<file path="config.mk">
export PLATFORM = sky130hd
export DESIGN_NAME = journal_transaction_controller_top
export DESIGN_NICKNAME = d
export VERILOG_FILES = /design/src/rtl/core/jtc_pkg.sv /design/src/rtl/core/journal_transaction_controller_top.sv
export SDC_FILE = /design/constraint.sdc
export NUM_CORES = 1
export LEC_CHECK = 0
export BUFFER_PORTS_ARGS = -buffer_cell sky130_fd_sc_hd__buf_2
export CAP_MARGIN = 20
export CORE_MARGIN = 2
export CORE_UTILIZATION = 45
export CTS_CLUSTER_SIZE = 24
export DETAILED_ROUTE_END_ITERATION = 16
export PLACE_DENSITY = 0.71
export SLEW_MARGIN = 20
export SYNTH_ARGS = -nofsm -noshare
export SYNTH_HDL_FRONTEND = slang
export SYNTH_SLANG_ARGS = --single-unit
export TNS_END_PERCENT = 20
</file>
<file path="constraint.sdc">
create_clock -name clk -period 10.6 [get_ports clk]
set_input_delay 1.59 -clock clk [delete_from_list [all_inputs] [get_ports clk]]
set_output_delay 1.59 -clock clk [all_outputs]
set_load 0.05 [all_outputs]
</file>
<file path="src/rtl/core/jtc_pkg.sv">
// Types and codes shared by the journal transaction controller.
`timescale 1ns / 1ps
`default_nettype none

package jtc_pkg;

  localparam int BLOCK_W  = 20;
  localparam int COUNT_W  = 5;
  localparam int STATUS_W = 3;
  localparam int ACTION_W = 3;
  localparam int CMD_W    = 2;
  localparam int NEED_W   = 12;

  typedef enum logic [CMD_W-1:0] {
    CMD_BEGIN = 2'd0,
    CMD_END   = 2'd1,
    CMD_WRITE = 2'd2,
    CMD_NONE  = 2'd3
  } command_t;

  typedef enum logic [STATUS_W-1:0] {
    ST_BEGUN      = 3'd0,
    ST_WAIT_SPACE = 3'd1,
    ST_ENDED      = 3'd2,
    ST_ADDED      = 3'd3,
    ST_ABSORBED   = 3'd4,
    ST_TABLE_FULL = 3'd5,
    ST_COMMIT     = 3'd6,
    ST_NO_BEGIN   = 3'd7
  } status_t;

  typedef enum logic [ACTION_W-1:0] {
    ACT_NONE    = 3'd0,
    ACT_COPY    = 3'd1,
    ACT_HEADER  = 3'd2,
    ACT_INSTALL = 3'd3,
    ACT_CLEAR   = 3'd4
  } action_t;

  typedef enum logic [2:0] {
    SQ_IDLE,
    SQ_EXEC,
    SQ_SEARCH,
    SQ_COPY,
    SQ_HEADER,
    SQ_INSTALL,
    SQ_CLEAR
  } seq_state_t;

  typedef struct packed {
    logic [CMD_W-1:0]   command;
    logic [BLOCK_W-1:0] block_number;
  } req_word_t;

  typedef struct packed {
    logic [STATUS_W-1:0] status;
    logic [ACTION_W-1:0] action;
    logic [BLOCK_W-1:0]  source_block;
    logic [BLOCK_W-1:0]  dest_block;
    logic [COUNT_W-1:0]  header_count;
    logic                last;
  } rsp_word_t;

  localparam int CFG_LOG_START = 0;

endpackage

`default_nettype wire

</file>
<file path="src/rtl/core/journal_transaction_controller_top.sv">
// Journal transaction controller: log table, operation count and commit sequencer.
//
//  channel | direction | handshake            | word
//  --------+-----------+----------------------+----------------------------------
//  req     | in        | req_valid/req_stall  | command, block_number
//  rsp     | out       | rsp_valid/rsp_stall  | status, action, blocks, count, last
//  apb     | in        | psel/penable/pready  | log_start_block at address 0
//
// A write searches the table: a single-port memory read one entry a cycle while
// a single comparator checks it. A commit of n entries emits 2n+2 words.
// Reset (rst, synchronous) empties the table and clears the operation count.
// A stalled rsp holds the sequencer; req stalls until the item is finished.
`timescale 1ns / 1ps
`default_nettype none

module journal_transaction_controller_top
  import jtc_pkg::*;
#(
  parameter int LOG_ENTRIES = 30,
  parameter int OP_RESERVE  = 10
) (
  input  wire logic        clk,
  input  wire logic        rst,
  input  wire logic        req_valid,
  output logic             req_stall,
  input  wire req_word_t   req,
  output logic             rsp_valid,
  input  wire logic        rsp_stall,
  output rsp_word_t        rsp,
  input  wire logic        psel,
  input  wire logic        penable,
  input  wire logic        pwrite,
  input  wire logic [2:0]  paddr,
  input  wire logic [31:0] pwdata,
  output logic [31:0]      prdata,
  output logic             pready
);

  localparam int IW = (LOG_ENTRIES > 1) ? $clog2(LOG_ENTRIES) : 1;

  // configuration
  logic [BLOCK_W-1:0] log_start_block;

  assign pready = 1'b1;
  assign prdata = (paddr[2] == 1'b0) ? {{(32-BLOCK_W){1'b0}}, log_start_block} : 32'd0;

  always_ff @(posedge clk) begin
    if (rst) begin
      log_start_block <= '0;
    end else if (psel && penable && pwrite && (paddr[2] == 1'(CFG_LOG_START))) begin
      log_start_block <= pwdata[BLOCK_W-1:0];
    end
  end

  // sequencer state
  seq_state_t         state, state_next;
  logic [COUNT_W-1:0] entry_count, entry_count_next;
  logic [COUNT_W-1:0] open_ops, open_ops_next;
  logic [COUNT_W-1:0] rd_idx, rd_idx_next;
  logic               cmp_valid, cmp_valid_next;
  logic [CMD_W-1:0]   cmd;
  logic [BLOCK_W-1:0] blk;

  // log table
  logic [BLOCK_W-1:0] table_mem [LOG_ENTRIES];
  logic [BLOCK_W-1:0] rd_data;
  logic               rd_en;
  logic               mem_we;

  logic               emit;
  rsp_word_t          res;
  logic               slot_free;
  logic               accept;
  logic [NEED_W-1:0]  need;
  logic [COUNT_W:0]   open_plus;
  logic               hit;
  logic [BLOCK_W-1:0] slot_block;

  assign req_stall = (state != SQ_IDLE);
  assign accept    = req_valid && !req_stall;
  assign slot_free = !rsp_valid || !rsp_stall;

  assign open_plus  = {1'b0, open_ops} + 1'b1;
  assign need       = NEED_W'(entry_count) + NEED_W'(open_plus) * NEED_W'(OP_RESERVE);
  assign hit        = cmp_valid && (rd_data == blk);
  // read data belongs to entry rd_idx-1, whose slot is log_start_block + rd_idx
  assign slot_block = log_start_block + BLOCK_W'(rd_idx);

  always_ff @(posedge clk) begin
    if (mem_we) begin
      table_mem[entry_count[IW-1:0]] <= blk;
    end
    if (rd_en) begin
      rd_data <= table_mem[rd_idx[IW-1:0]];
    end
  end

  always_ff @(posedge clk) begin
    if (rst) begin
      state <= SQ_IDLE;
    end else begin
      state <= state_next;
    end
  end

  always_ff @(posedge clk) begin
    if (rst) begin
      entry_count <= '0;
      open_ops    <= '0;
      rd_idx      <= '0;
      cmp_valid   <= 1'b0;
    end else begin
      entry_count <= entry_count_next;
      open_ops    <= open_ops_next;
      rd_idx      <= rd_idx_next;
      cmp_valid   <= cmp_valid_next;
    end
  end

  always_ff @(posedge clk) begin
    if (accept) begin
      cmd <= req.command;
      blk <= req.block_number;
    end
  end

  always_comb begin
    state_next       = state;
    entry_count_next = entry_count;
    open_ops_next    = open_ops;
    rd_idx_next      = rd_idx;
    cmp_valid_next   = cmp_valid;
    rd_en            = 1'b0;
    mem_we           = 1'b0;
    emit             = 1'b0;
    res              = '0;
    res.status       = ST_BEGUN;
    res.action       = ACT_NONE;
    res.header_count = entry_count;
    res.last         = 1'b1;

    case (state)
      SQ_IDLE: begin
        if (accept) begin
          rd_idx_next    = '0;
          cmp_valid_next = 1'b0;
          case (req.command)
            CMD_BEGIN: state_next = SQ_EXEC;
            CMD_END:   state_next = SQ_EXEC;
            CMD_WRITE: state_next = SQ_SEARCH;
            default:   state_next = SQ_IDLE;
          endcase
        end
      end

      SQ_EXEC: begin
        if (cmd == CMD_BEGIN) begin
          if (slot_free) begin
            emit       = 1'b1;
            state_next = SQ_IDLE;
            if (need > NEED_W'(LOG_ENTRIES)) begin
              res.status = ST_WAIT_SPACE;
            end else begin
              res.status    = ST_BEGUN;
              open_ops_next = open_plus[COUNT_W-1:0];
            end
          end
        end else if (open_ops == '0) begin
          if (slot_free) begin
            emit       = 1'b1;
            res.status = ST_NO_BEGIN;
            state_next = SQ_IDLE;
          end
        end else if (open_ops == COUNT_W'(1) && entry_count != '0) begin
          // last operation closes with logged blocks: start the commit
          open_ops_next = '0;
          state_next    = SQ_COPY;
        end else if (slot_free) begin
          emit          = 1'b1;
          res.status    = ST_ENDED;
          open_ops_next = open_ops - 1'b1;
          state_next    = SQ_IDLE;
        end
      end

      SQ_SEARCH: begin
        if (hit) begin
          if (slot_free) begin
            emit           = 1'b1;
            res.status     = ST_ABSORBED;
            cmp_valid_next = 1'b0;
            state_next     = SQ_IDLE;
          end
        end else if (rd_idx == entry_count) begin
          if (slot_free) begin
            emit           = 1'b1;
            cmp_valid_next = 1'b0;
            state_next     = SQ_IDLE;
            if (entry_count >= COUNT_W'(LOG_ENTRIES)) begin
              res.status = ST_TABLE_FULL;
            end else begin
              mem_we           = 1'b1;
              entry_count_next = entry_count + 1'b1;
              res.status       = ST_ADDED;
              res.header_count = entry_count + 1'b1;
            end
          end
        end else begin
          rd_en          = 1'b1;
          rd_idx_next    = rd_idx + 1'b1;
          cmp_valid_next = 1'b1;
        end
      end

      SQ_COPY, SQ_INSTALL: begin
        if (cmp_valid) begin
          if (slot_free) begin
            emit       = 1'b1;
            res.status = ST_COMMIT;
            res.last   = 1'b0;
            if (state == SQ_COPY) begin
              res.action       = ACT_COPY;
              res.source_block = rd_data;
              res.dest_block   = slot_block;
            end else begin
              res.action       = ACT_INSTALL;
              res.source_block = slot_block;
              res.dest_block   = rd_data;
            end
            if (rd_idx < entry_count) begin
              rd_en       = 1'b1;
              rd_idx_next = rd_idx + 1'b1;
            end else begin
              cmp_valid_next = 1'b0;
              rd_idx_next    = '0;
              state_next     = (state == SQ_COPY) ? SQ_HEADER : SQ_CLEAR;
            end
          end
        end else begin
          rd_en          = 1'b1;
          rd_idx_next    = rd_idx + 1'b1;
          cmp_valid_next = 1'b1;
        end
      end

      SQ_HEADER: begin
        if (slot_free) begin
          emit           = 1'b1;
          res.status     = ST_COMMIT;
          res.action     = ACT_HEADER;
          res.dest_block = log_start_block;
          res.last       = 1'b0;
          state_next     = SQ_INSTALL;
        end
      end

      SQ_CLEAR: begin
        if (slot_free) begin
          emit             = 1'b1;
          res.status       = ST_COMMIT;
          res.action       = ACT_CLEAR;
          res.dest_block   = log_start_block;
          res.header_count = '0;
          entry_count_next = '0;
          state_next       = SQ_IDLE;
        end
      end

      default: begin
        state_next = SQ_IDLE;
      end
    endcase
  end

  // output register
  always_ff @(posedge clk) begin
    if (rst) begin
      rsp_valid <= 1'b0;
    end else if (emit) begin
      rsp_valid <= 1'b1;
    end else if (!rsp_stall) begin
      rsp_valid <= 1'b0;
    end
  end

  always_ff @(posedge clk) begin
    if (emit) begin
      rsp <= res;
    end
  end

endmodule

`default_nettype wire

</file>
# Yosys cells after proc, flatten, opt, wreduce, memory -nomap -nowiden
# Memories as Yosys holds them, arrays and structs flattened. A register that Yosys moved wholly into a read port is not among the register bits.
# Index checks and enable logic that the tools add are counted.
# op_classes
n_reduce_logical	28
magnitude_cmp	3
eq_ne	25
n_shift	0
n_div	0
bitwise_logic	1
multipliers	1
addsub	6
n_mux	90
# ops
op	count
46-bit two-way mux	2
5-bit two-way mux	17
3-bit two-way mux	20
20-bit case mux with 3 select lines	1
42-bit two-way mux	1
20-bit two-way mux	2
1-bit two-way mux	31
25-bit two-way mux	1
2-bit inequality test, second input constant	11
20-bit by 5-bit adder with 20-bit output	1
20-bit equality test	1
5-bit case mux with 2 select lines	2
3-bit case mux with 6 select lines	1
3-bit case mux with 5 select lines	1
5-bit case mux with 3 select lines	1
6-bit two-way mux	2
5-bit by 10-bit adder with 11-bit output	1
11-bit by 5-bit greater-than comparator with 1-bit output, second input constant	1
5-bit by 1-bit adder with 5-bit output, second input constant	2
5-bit AND reduction	2
3-bit equality test, second input constant	3
6-bit by 3-bit multiplier with 9-bit output, second input constant	1
3-bit case mux with 3 select lines	1
3-bit nonzero test	3
30 further kinds	45
# word_totals
word_cells	170
memories	1
mem_bits_rw	600
romBits	0
reg_bits	114
inputBits	64
latch_bits	0
output_inout_bits	87
# mem_list
name	depth	word_bits	read_ports	rd_ports_with_merged_regs	wr	line_no	rtl
table_mem	30	20	1	1	1	journal_transaction_controller_top.sv:65	logic [BLOCK_W-1:0] table_mem [LOG_ENTRIES];

# Depth between registers and ports, before layout
# Gate-level depths: netlist of run 1.
# depth
word_depth	8
depth_mapped	13

# Least setup slack after synthesis of run 1
# Ideal clock, no wire load.
# synth_path
path_type	input -> register
from	input port rsp_stall
to	register rsp[0] (netlist bit) (enable)
t_required_ps	10066
setup_slack_ps	4402
setup_ps	534
arrival_time_ps	5664
stages	3
cell_sequence	and2_1 -> clkbuf_1 -> o21ai_0
# synth_via
elab_chain_len	7
elab_cells_between_ends	10
cone_classes	mux (8); reduce/logical (2)
# synth_rtl
element	line_no	rtl
start: declaration	journal_transaction_controller_top.sv:28	input wire logic rsp_stall,
1-bit logical NOT *	--	
1-bit logical OR *	journal_transaction_controller_top.sv:81	assign slot_free = !rsp_valid || !rsp_stall;
1-bit two-way mux *	--	
1-bit two-way mux	journal_transaction_controller_top.sv:174	end else if (open_ops == COUNT_W'(1) && entry_count != '0) begin
1-bit two-way mux	journal_transaction_controller_top.sv:168	end else if (open_ops == '0) begin
1-bit two-way mux	journal_transaction_controller_top.sv:157	if (cmd == CMD_BEGIN) begin
1-bit case mux with 4 select lines *	journal_transaction_controller_top.sv:142	case (state)
via emit	journal_transaction_controller_top.sv:70	logic emit;
end signal: assignment	journal_transaction_controller_top.sv:288	rsp <= res;
end: declaration	journal_transaction_controller_top.sv:29	output rsp_word_t rsp,
# Mark *: on every way through the listed nets, which the timed path passes. The rest lies on a longest branch.
# A chain may end at the register's enable or synchronous reset.

# Final worst setup path of run 1
# layout_path
from	register entry_count[2]
to	memory table_mem[12][19] (enable)
# layout_via
elab_chain_len	8
elab_cells_between_ends	9
cone_classes	order compare (1); eq/ne (1); mux (7)
# layout_rtl
element	line_no	rtl
start: declaration	journal_transaction_controller_top.sv:57	logic [COUNT_W-1:0] entry_count, entry_count_next;
start signal: assignment	journal_transaction_controller_top.sv:113	entry_count <= entry_count_next;
5-bit greater-or-equal comparator	journal_transaction_controller_top.sv:199	if (entry_count >= COUNT_W'(LOG_ENTRIES)) begin
1-bit two-way mux	journal_transaction_controller_top.sv:199	
1-bit two-way mux	journal_transaction_controller_top.sv:195	if (slot_free) begin
1-bit two-way mux	journal_transaction_controller_top.sv:194	end else if (rd_idx == entry_count) begin
1-bit two-way mux	journal_transaction_controller_top.sv:187	if (hit) begin
1-bit two-way mux	journal_transaction_controller_top.sv:142	
1-bit two-way mux	journal_transaction_controller_top.sv:90	if (mem_we) begin
1-bit two-way mux (not written as such)	journal_transaction_controller_top.sv:91	table_mem[entry_count[IW-1:0]] <= blk;
end: declaration	journal_transaction_controller_top.sv:65	
# Several ways; a longest one is shown, not always the timed one.

==> results of run 1 <==
[final cells by class]
class | count | area share, %
sequential | 734 | 62.6
multi-input combinational | 817 | 24.7
inverter | 27 | 0.293
tap | 873 | 3.16
timing repair buffer | 156 | 2.55
clock inverter | 48 | 1.02
clock buffer | 92 | 5.73
[stage by stage]
| stage | cells | total power [uW] | cell area, sq um | hold slack (ns) |
|---|---|---|---|---|
| after floorplan | 1681 | 3550 | 30500 | 0.462 |
| after global placement | 2606 | 3640 | 32200 | 0.510 |
| after detailed placement | 2606 | 3650 | 32200 | 0.516 |
| after CTS | 2746 | 6150 | 34600 | 0.524 |
| after global routing | 2747 | 6280 | 34600 | 0.545 |
| final | 2747 | 6110 | 34600 | 0.524 |
[path summary, 6_finish.rpt]
path / startpoint / endpoint / slack (ns) / depth (start not counted)
worst max-delay path: entry_count[2] / table_mem[12][19] / 6.13 / 9
worst max register to register: entry_count[2] / table_mem[12][19] / 6.13 / 9
worst min-delay path: log_start_block[19] / log_start_block[19] / 0.52 / 2
worst min register to register: log_start_block[19] / log_start_block[19] / 0.52 / 2
[registers in the layout, indices dropped and copies added (netlist names), 2 cells and up]
signal           flops
cmd                  2
blk                 20
rd_idx               5
log_start_block     20
table_mem          600
open_ops             5
entry_count          5
rd_data             20
rsp                 52
state                3
[cell usage after synthesis, types with 3 or more instances]
cell / n
nand3_1: 19
buf_1: 8
o21bai_1: 4
nor2_1: 72
nor3b_1: 3
xor2_1: 13
a32oi_1: 3
nor4_1: 4
nor2b_1: 28
mux2_2: 39
nand4_1: 7
nand2b_1: 5
a211oi_1: 17
dfxtp_1: 40
and2_1: 5
o211ai_1: 5
and4_1: 3
inv_1: 27
o21ai_0: 45
mux2i_1: 12
nor3_1: 15
or3_1: 4
a22oi_1: 11
o31ai_1: 4
nand3b_1: 4
xnor2_1: 38
fa_1: 3
ha_1: 30
mux4_2: 179
o2bb2ai_1: 7
buf_2: 23
buf_4: 15
a21o_1: 7
nand2_1: 94
clkbuf_1: 56
o21a_1: 3
or4_1: 5
a21oi_1: 60
and3_1: 5
o22ai_1: 3
a31oi_1: 6
edfxtp_1: 694
[critical path: stages (launching register included)]
cell,delay [ns]
dfxtp_1,0.55
inv_1,0.23
ha_1,0.35
and3_1,0.18
nand3_1,0.26
nor4_2,0.40
and2_1,0.30
nand2_1,0.46
nor3_2,0.92
buf_4,0.43
[power breakdown]
part	internal (uW)	switching [uW]	total (uW)
combinational	124	221	346
clock	1400	1130	2520
sequential	3210	25.4	3240
total	4730	1370	6110
[routing by layer]
metal | GRT usage [%] | routed length [microns]
met1 | 27.6 | 28600
met2 | 32.8 | 34400
met3 | 4.38 | 5780
met4 | 6.73 | 1860
met5 | 0 | 0
[logic make-up (layout without fill, tap and decap cells)]
logic type                 after synthesis  in the layout
AOI/OAI and AO/OA                      195            195
xor gates and xnor gates                53             53
adders and majority gates               33             33
buffers and inverters                  130            323
DFF                                    734            734
muxes                                  232            232
other                                    2             13
and+or+nand+nor                        291            291
==> metrics.md, run 1 <==
| Metric | Value |
|---|---|
| Mapped cell area | 30500 sq um |
| Layout Utilization | between 50% and 60% |
| Buffers added on ports | roughly 120 |
| Num CTS Buffers | 76 |
| Post-synth ARST share | 0% |
| Hold crit path type | flip-flop to flip-flop |
| Main flop type after synthesis | edfxtp_1 |
| Worst EP arrival | about 4.8 ns |
| Worst-Skew Late Latency | around 0.64 ns |
| Max-cap violations | 0 |
| Critical Path RT | 10.90 ns |
| Final setup viols | 0 |
| Max IR drop VDD | 0.111 mV |
| CP endpoint kind | flip-flop |
| Most frequent cells in the layout | 694 x edfxtp_1, 179 x mux4_2, 123 x buf_2 |
| 1st-pass router iterations | 5 |
| XOR/XNOR share of the synthesized area | approximately 1.6% |
| Setup WS pre-CTS | roughly 5.5 ns |
| Cells after synthesis | 1670 |
| Post-CTS Setup Inserts | 0 |
| Final WL | slightly above 70000 microns |
| Reg clk slew, reported paths | about 0.060 ns |
| Post-route DRC violation count | 0 |
| Clock root buffer | clkbuf_16 |
| Gr usage total | just over 20% |
| Leakage | around 0.011 uW |
| Crit-path max FO | 14 |
| Synth top area share | 68.4% |
| Fmax | approximately 220 MHz |
| DPL Wire Length | between 40000 and 50000 microns |
| Clk_skew | about 0.033 ns |
| Core area | between 60000 and 70000 sq um |
| Drt initial violations | roughly 2200 |
| Area leader, netlist | edfxtp_1 |
| RD Place Congestion | about 0.83 |
| Post-route ant nets | 0 |
| CTS tree | built |
| Sequential fraction of the synthesis area | between 70% and 80% |
| Layout cell share with drive strength beyond 1 | about 29% |
| Vias | 16200 |
| Max-slew violations | 0 |
| Storage cell area | approximately 22000 sq um |
| Synthesized area per cell | ~18 sq um |
| Maximum buffer depth of the clock tree | 3 |
| Die width | 264 microns |
| Layout net count | around 1900 |
| Status | complete, no violations |
| Worst setup margin | 6.13 ns |
| Fillcell total | 5239 |
| Most common cell after layout, fill and taps aside | edfxtp_1 |
| Yosys reg bits | between 700 and 800 |
| Initial Utilization | ~45% |
| Largest cells by area after synthesis | edfxtp_1 68%, mux4_2 13%, dfxtp_1 2.6% |
| Post-CTS sizing | 0 |
| Multi-input combinational cell area | 8540 sq um |
| Largest net degree at the start of global routing | 116 |
| Clock sink count | about 730 |
| Ports | 151 |
| Minimum clock period | ~4.5 ns |
| RSZ-0062 raised after global routing | no |
| Critical path class | flip-flop to flip-flop |
| Chip Height | roughly 260 microns |
| Die ar. | around 70000 sq um |
| Number of synthesized flops with an enable pin | roughly 700 |
| Gr ovfl total | 0 |
| First-pass GRT wire length | ~100000 microns |
| Worst rel slew slack | about 28% |
| Yosys Warn Count | 0 |
| Max H-tree Level | 3 |
| Combinational family with the most area after synthesis | multiplexers |
| Unique masters post-synth | 80 |
| Vias in the first global route | 16200 |
| Worst-Margin Slew | around 1.1 ns |
| Synth Area in Compound Gates | 4.14% |
| WL/cell | roughly 26 microns |
| Antenna violations before repair | 1 |
| Cell Pwr Density | ~180 nW/um^2 |
| Final count of hold timing violations | 0 |
| Mux cell area share after synthesis | around 15% |
| Syn-to-layout area delta | 13.6% |
| Ant diodes | 0 |
| Simple-Gate Fraction of Synth Area | roughly 4.7% |
| Post-CTS Hold Fix Bufs | 0 |
| Adder-cell share of the synthesized area | around 1.4% |
| DR vias/cell | just under 6 |
| Final worst-path cycle share | 42.2% |
| Total negative setup slack | 0 ns |
| Critical Path Source Type | flip-flop |
| Row count | between 90 and 100 |
Note: power is estimated with default switching activity, not from simulation.
==> run 2: changes to the inputs <==
PLACE_DENSITY = 0.73   (was 0.71)
clock period = 3.7 ns   (was 10.6 ns; I/O delays follow)
==> metrics.md, run 2 (synthesized netlist as in run 1, its figures left out) <==
| Metric | Value |
|---|---|
| Buffers added on ports | ~120 |
| Critical path class | flip-flop to flip-flop |
| Critical Path Source Type | flip-flop |
| Minimum clock period | 3.55 ns |
| Layout net count | approximately 2000 |
| Die ar. | ~70000 sq um |
| Reg clk slew, reported paths | 0.06 ns |
| Gr usage total | ~21% |
| Vias | 16400 |
| Final setup viols | 0 |
| Maximum buffer depth of the clock tree | 3 |
| Core area | ~67000 sq um |
| Worst-Margin Slew | 1.01 ns |
| DR vias/cell | roughly 6 |
| Row count | 95 |
| Max H-tree Level | 3 |
| Max-slew violations | 0 |
| Num CTS Buffers | 73 |
| Chip Height | 264 microns |
| Fillcell total | just over 5000 |
| Clk_skew | approximately 0.043 ns |
| Clock root buffer | clkbuf_16 |
| Max IR drop VDD | between 0.2 and 0.3 mV |
| Post-route DRC violation count | 0 |
| Largest net degree at the start of global routing | approximately 110 |
| Final count of hold timing violations | 0 |
| Antenna violations before repair | 3 |
| Worst rel slew slack | ~32% |
| Layout cell share with drive strength beyond 1 | between 30% and 40% |
| Vias in the first global route | around 17000 |
| Leakage | about 0.011 uW |
| Most common cell after layout, fill and taps aside | edfxtp_1 |
| Worst EP arrival | between 4 and 5 ns |
| Ports | between 150 and 200 |
| Critical Path RT | approximately 4.2 ns |
| Most frequent cells in the layout | 694 x edfxtp_1, 179 x mux4_2, 123 x buf_2 |
| Post-CTS Hold Fix Bufs | 0 |
| Die width | 264 microns |
| Hold crit path type | input pin to flip-flop |
| Post-route ant nets | 0 |
| 1st-pass router iterations | 5 |
| WL/cell | 25.5 microns |
| Total negative setup slack | 0 ns |
| Status | complete, no violations |
| RSZ-0062 raised after global routing | yes |
| Flop-to-flop setup slack | ~0.15 ns |
| First-pass GRT wire length | 107000 microns |
| Layout Utilization | approximately 52% |
| Max reg flops | 600 |
| Fmax | about 280 MHz |
| Cell Pwr Density | roughly 510 nW/um^2 |
| DPL Wire Length | about 43000 microns |
| Max-cap violations | 0 |
| RD Place Congestion | around 0.85 |
| Ant diodes | 0 |
| Final WL | just over 70000 microns |
| Syn-to-layout area delta | 15.5% |
| Crit-path max FO | 8 |
| Worst-Skew Late Latency | about 0.64 ns |
| Gr ovfl total | 0 |
| Drt initial violations | 1847 |
| Initial Utilization | a little under half |
| Clock sink count | between 700 and 800 |
| CP endpoint kind | flip-flop |
| CTS tree | built |
| Final worst-path cycle share | a little over nine tenths |
run 2: timing repair:
item                       4_1_cts  5_1_grt
setup buffers                    0        3
pin swaps                        0        5
resized for setup                3        6
setup endpoints to repair        3        6
run 2: layout make-up:
| cell class | instances | area (sq um) | area share, % |
|---|---|---|---|
| sequential | 734 | 21700 | 61.5 |
| multi-input combinational | 817 | 8430 | 23.9 |
| clock buffer | 89 | 1890 | 5.36 |
| timing repair buffer | 213 | 1480 | 4.20 |
| tap | 873 | 1090 | 3.10 |
| clock inverter | 47 | 561 | 1.59 |
| inverter | 27 | 101 | 0.288 |
run 2: power by group:
part | switching, uW | internal, uW
logic | 659 | 375
clock network | 3180 | 4330
registers | 83.3 | 9200
run 2: path summary, 6_finish.rpt:
path / start / to / cells after the start
max: open_ops[0] / open_ops[1] / 13
max reg2reg: open_ops[0] / open_ops[1] / 13
min: req[10] / blk[10] / 1
min reg2reg: log_start_block[3] / log_start_block[3] / 2
run 2: worst max-delay path, stage by stage (launching register included):
cell and delay (ns):
dfxtp_2 0.41, inv_1 0.08, ha_1 0.34, ha_1 0.30, ha_1 0.17, inv_1 0.07
fa_2 0.62, inv_1 0.11, a222oi_1 0.32, o311ai_1 0.16, nand4_1 0.20, nor4b_4 0.08
a21oi_4 0.25, mux2_4 0.33
run 2: per-layer routing:
metal	routed length (microns)	vias up	global-route usage [%]
met2	34700	729	33.4
met4	1500	0	5.42
met1	29600	8459	28.8
met3	5740	106	4.26
met5	0	-	0
li1	-	7075	-
run 2: per-stage QoR:
| stage | std cells | total power, uW | hold WS [ns] | area [sq um] | setup slack [ns] |
|---|---|---|---|---|---|
| finish | 2800 | 17800 | 0.0942 | 35200 | 0.153 |
| global route | 2800 | 18400 | 0.0736 | 35200 | -0.0336 |
| CTS | 2797 | 18000 | 0.0641 | 35200 | 0.0789 |
| detailed placement | 2661 | 10500 | 0.522 | 32700 | 0.00600 |
| global placement | 2661 | 10500 | 0.513 | 32700 | 0.0473 |
| floorplan | 1681 | 10200 | 0.462 | 30500 | -0.370 |
